## src/rtl/irsc_rem.sv

```systemverilog
// Iterative restoring remainder unit, one compare and subtract per cycle.
`timescale 1ns / 1ps

module irsc_rem #(
  parameter int DW = 9,
  parameter int HW = 9
) (
  input  logic          clk,
  input  logic          rst,
  input  logic          start,
  input  logic [DW-1:0] dividend,
  input  logic [HW-1:0] divisor,
  output logic          done,
  output logic [HW-1:0] remainder
);

  localparam int CW = $clog2(DW + 1);

  logic          busy;
  logic [CW-1:0] count;
  logic [DW-1:0] dvd;
  logic [HW-1:0] div_r;
  logic [HW:0]   trial;
  logic [HW:0]   diff;
  logic          fits;

  assign trial = {remainder, dvd[DW-1]};
  assign diff  = trial - {1'b0, div_r};
  assign fits  = trial >= {1'b0, div_r};

  always_ff @(posedge clk) begin
    if (rst) begin
      busy  <= 1'b0;
      done  <= 1'b0;
      count <= '0;
    end else begin
      done <= 1'b0;
      if (start) begin
        div_r <= divisor;
        // A dividend already below the divisor is its own remainder.
        if (dividend < DW'(divisor)) begin
          remainder <= HW'(dividend);
          done      <= 1'b1;
          busy      <= 1'b0;
        end else begin
          remainder <= '0;
          dvd       <= dividend;
          count     <= CW'(DW);
          busy      <= 1'b1;
        end
      end else if (busy) begin
        remainder <= fits ? diff[HW-1:0] : trial[HW-1:0];
        dvd       <= dvd << 1;
        count     <= count - CW'(1);
        if (count == CW'(1)) begin
          busy <= 1'b0;
          done <= 1'b1;
        end
      end
    end
  end

  a_no_restart_busy: assert property (@(posedge clk) disable iff (rst)
    start |-> !busy)
    else $error("remainder unit started while busy");

  a_rem_below_divisor: assert property (@(posedge clk) disable iff (rst)
    done |-> remainder < div_r)
    else $error("remainder not below divisor");

  a_done_single: assert property (@(posedge clk) disable iff (rst)
    done |=> !done)
    else $error("done held for more than one cycle");

endmodule

```

## config.mk

```make
export PLATFORM = sky130hd
export DESIGN_NAME = irsc_rem
export DESIGN_NICKNAME = d
export VERILOG_FILES = /design/src/rtl/irsc_rem.sv
export SDC_FILE = /design/constraint.sdc
export NUM_CORES = 1
export LEC_CHECK = 0
export ABC_CLOCK_PERIOD_IN_PS = 3400
export BUFFER_PORTS_ARGS = -buffer_cell sky130_fd_sc_hd__buf_4
export CAP_MARGIN = 20
export CORE_MARGIN = 1
export CORE_UTILIZATION = 57
export DETAILED_ROUTE_END_ITERATION = 8
export HOLD_SLACK_MARGIN = 0.15
export PLACE_DENSITY_LB_ADDON = 0.08
export REMOVE_ABC_BUFFERS = 1
export SLEW_MARGIN = 20
export SYNTH_ARGS = -nofsm -noshare
export SYNTH_HDL_FRONTEND = slang
export SYNTH_SLANG_ARGS = --single-unit
```

## constraint.sdc

```tcl
create_clock -name clk -period 3.4 [get_ports clk]
set_clock_uncertainty 0.2 [all_clocks]
set_input_delay 0.68 -clock clk [delete_from_list [all_inputs] [get_ports clk]]
set_output_delay 0.68 -clock clk [all_outputs]
set_load 0.05 [all_outputs]
```

==> flow_metrics.tcl <==
set metrics [dict create \
    ys_types 49 \
    numPortBuffers 30 \
    hpwl_mm 3.32 \
    ys_seq_area_share_pct 44.0 \
    routed.top_layer "met4" \
    synthCells 196 \
    ys_top_cells_by_area "edfxtp_1 (38%), ha_1 (11%), dfxtp_1 (5.7%), inv_1 (4.6%), a21oi_1 (2.8%)" \
    status "finished clean" \
    p_total_uw 1120 \
    fillers 261 \
    clk_path_buf_depth 2 \
    routed_wirelength_mm 4.41 \
    syn_area_um2 2120 \
    r2r-start "dvd[8]$_DFFE_PP_" \
    start_util_pct 61.5 \
    yosys_warnings 0 \
    ant_nets 0 \
    overflow 0 \
    antenna_found_initial 0 \
    dr_wl_met3_um 222 \
    max_cap_viol_count 0 \
    relSlewSlack_pct 45.7 \
    grt_max_degree 32 \
    hold_depth 2 \
    cp_data_arrival_time_ns 2.89 \
    grt_usage_pct 24.9 \
    endpoint_kind "flip-flop" \
    powerDensity_nw_per_um2 459 \
    grt_pass1_wl_mm 7.64 \
    hold_path.class "reg -> reg" \
    ff2ff_path_depth 10 \
    leakage_uw 0.00105 \
    gp_congestion 0.813 \
    wirelength_met1_mm 1.90 \
    avgSynthCellArea_um2 10.8 \
    wl_met2_mm 2.16 \
    dieArea_um2 3960 \
    clkSinkCount 33 \
    min_to "count[2]$_SDFFE_PP0P_" \
    die_w_um 62.9 \
    drive_gt1_share_pct 23.0 \
    ios 31 \
    first_global_vias 1665 \
    worst_ir_drop_vdd_v 0.000291 \
    core-area_um2 3440 \
    areaGrowthSynthToFinish_pct 15.6 \
    crit_type "reg -> reg" \
    synth_top_area_share_pct 38.3 \
    async_flop_share_pct 0 \
    place_ws_ns 0.375 \
    post-route-period-util_pct 90.3 \
    yosysMostFrequentCell "edfxtp_1" \
    crit_required_ns 3.22 \
    synth_top_cell_by_area "edfxtp_1" \
    cp_max_fo 12 \
    rsz0062_at_grt "false" \
    clk_pin_slew_ns 0.07 \
    cts_buffers 5 \
    slew_viol_final 0 \
    reg2reg_to "remainder[7]$_DFFE_PP_" \
    layout_setup_ws_ns 0.330 \
    tns_ns 0 \
    ys_seq_elements 33 \
    fin_crit_ns 3.07 \
    hold_buffers 0 \
    min_from "count[2]$_SDFFE_PP0P_" \
    die_h_um 62.9 \
    htree_levels 2 \
    startpoint_type "flip-flop" \
    cts_tree "built" \
    n_antenna_cell 0 \
    dr.pass1.iters 4 \
    setup_viol 0 \
    synth_edf_count 27 \
    clk_latency_ns 0.28 \
    drc 0 \
    reg2reg_setup_slack_ns 0.33 \
    worst_pin_slew_ns 0.812 \
    wire_per_inst_um 16.0 \
    layout.nets 270 \
    num_rows 21 \
    root_buffer "clkbuf_8" \
    cts_resized 0 \
    routed_via_density 6.01 \
    synth_commonest_cells "edfxtp_1 (27), inv_1 (26), ha_1 (19), nor2_1 (14), a21oi_1 (12)" \
    postCtsSetupRepairBufs 0 \
    max_freq_mhz 326 \
    synthFlopType "edfxtp_1" \
    final_hold_viol_count 0 \
    drt-initial-drc-count 122 \
    vias 1659 \
]
sequential cells by signal, summed over array words and instances (netlist names):
register and flops:
busy 1, count 4, div_r 9, done 1, dvd 9, remainder 9
final cells by class:
type | count | area, um^2 | area share, %
well taps | 46 | 57.6 | 2.35
multi-input cells | 131 | 1030 | 42.1
flip-flops and latches | 33 | 931 | 38.0
clock buffers | 8 | 90.1 | 3.68
repair buffers | 32 | 240 | 9.82
inverters | 26 | 97.6 | 3.99
cell usage in the layout, fill, tap and decap left out, types with 3 or more instances in the layout:
| cell type | count |
|---|---|
| buf_4 | 32 |
| edfxtp_1 | 27 |
| inv_1 | 26 |
| ha_1 | 19 |
| nor2_1 | 14 |
| a21oi_1 | 12 |
| nand2_1 | 9 |
| o21ai_0 | 9 |
| o21a_1 | 7 |
| dfxtp_1 | 6 |
| clkbuf_8 | 6 |
| mux2_2 | 5 |
| o22ai_1 | 4 |
| mux2i_1 | 4 |
| o211ai_1 | 3 |
| xnor2_1 | 3 |
| a21o_1 | 3 |
power by group:
group | internal, uW | leakage, uW | total [uW] | switching, uW
clock network | 165 | 0.0000455 | 299 | 134
logic | 136 | 0.000697 | 328 | 191
registers | 478 | 0.000305 | 497 | 18.8
worst max-delay path, stage by stage (launching register included):
cell and delay (ns):
edfxtp_1 0.39, inv_1 0.07, ha_1 0.16, inv_1 0.05
fa_1 0.43, a211oi_2 0.32, o21ai_1 0.13, a21o_1 0.20
a21boi_2 0.46, mux2i_1 0.28, o22ai_1 0.11
kinds of logic (layout without fill, tap and decap cells):
group | after synthesis | after routing | share of synthesized area (%)
AOI/OAI and AO/OA | 58 | 58 | 20.4
and+or+nand+nor | 40 | 40 | 9.87
DFF | 33 | 33 | 44.0
buffers and inverters | 32 | 66 | 7.33
adders and majority gates | 20 | 20 | 12.2
muxes | 9 | 9 | 4.55
xor gates and xnor gates | 4 | 4 | 1.66
worst max-delay path by stage:
| stage | depth (start not counted) | startpoint | to |
|---|---|---|---|
| 2_1_floorplan | 7 | divisor[8] | dvd[0]$_SDFFCE_PN0P_ |
| 3_3_place_gp | 10 | dvd[8]$_DFFE_PP_ | remainder[7]$_DFFE_PP_ |
| 3_5_place_dp | 10 | dvd[8]$_DFFE_PP_ | remainder[7]$_DFFE_PP_ |
| 4_1_cts | 10 | dvd[8]$_DFFE_PP_ | remainder[7]$_DFFE_PP_ |
| 5_1_grt | 10 | dvd[8]$_DFFE_PP_ | remainder[7]$_DFFE_PP_ |
| 6_report | 10 | dvd[8]$_DFFE_PP_ | remainder[7]$_DFFE_PP_ |
through the flow:
step | std cells | utilization [%] | hold slack, ns | cell area [um^2]
after global placement | 268 | 68.5 | 0.271 | 2360
after CTS | 276 | 71.1 | 0.314 | 2450
final | 276 | 71.1 | 0.323 | 2450
after global routing | 276 | 71.1 | 0.344 | 2450
after floorplan | 190 | - | 0.247 | 2060
after detailed placement | 268 | 68.5 | 0.300 | 2360
per-layer routing:
metal  GRT usage [%]  vias to the layer above
met5               0                        -
met4            10.2                        0
met3            4.74                       16
met2            41.3                       63
met1            31.7                      794
li1                -                      786
No activity file was read; power rests on OpenSTA's default activity.
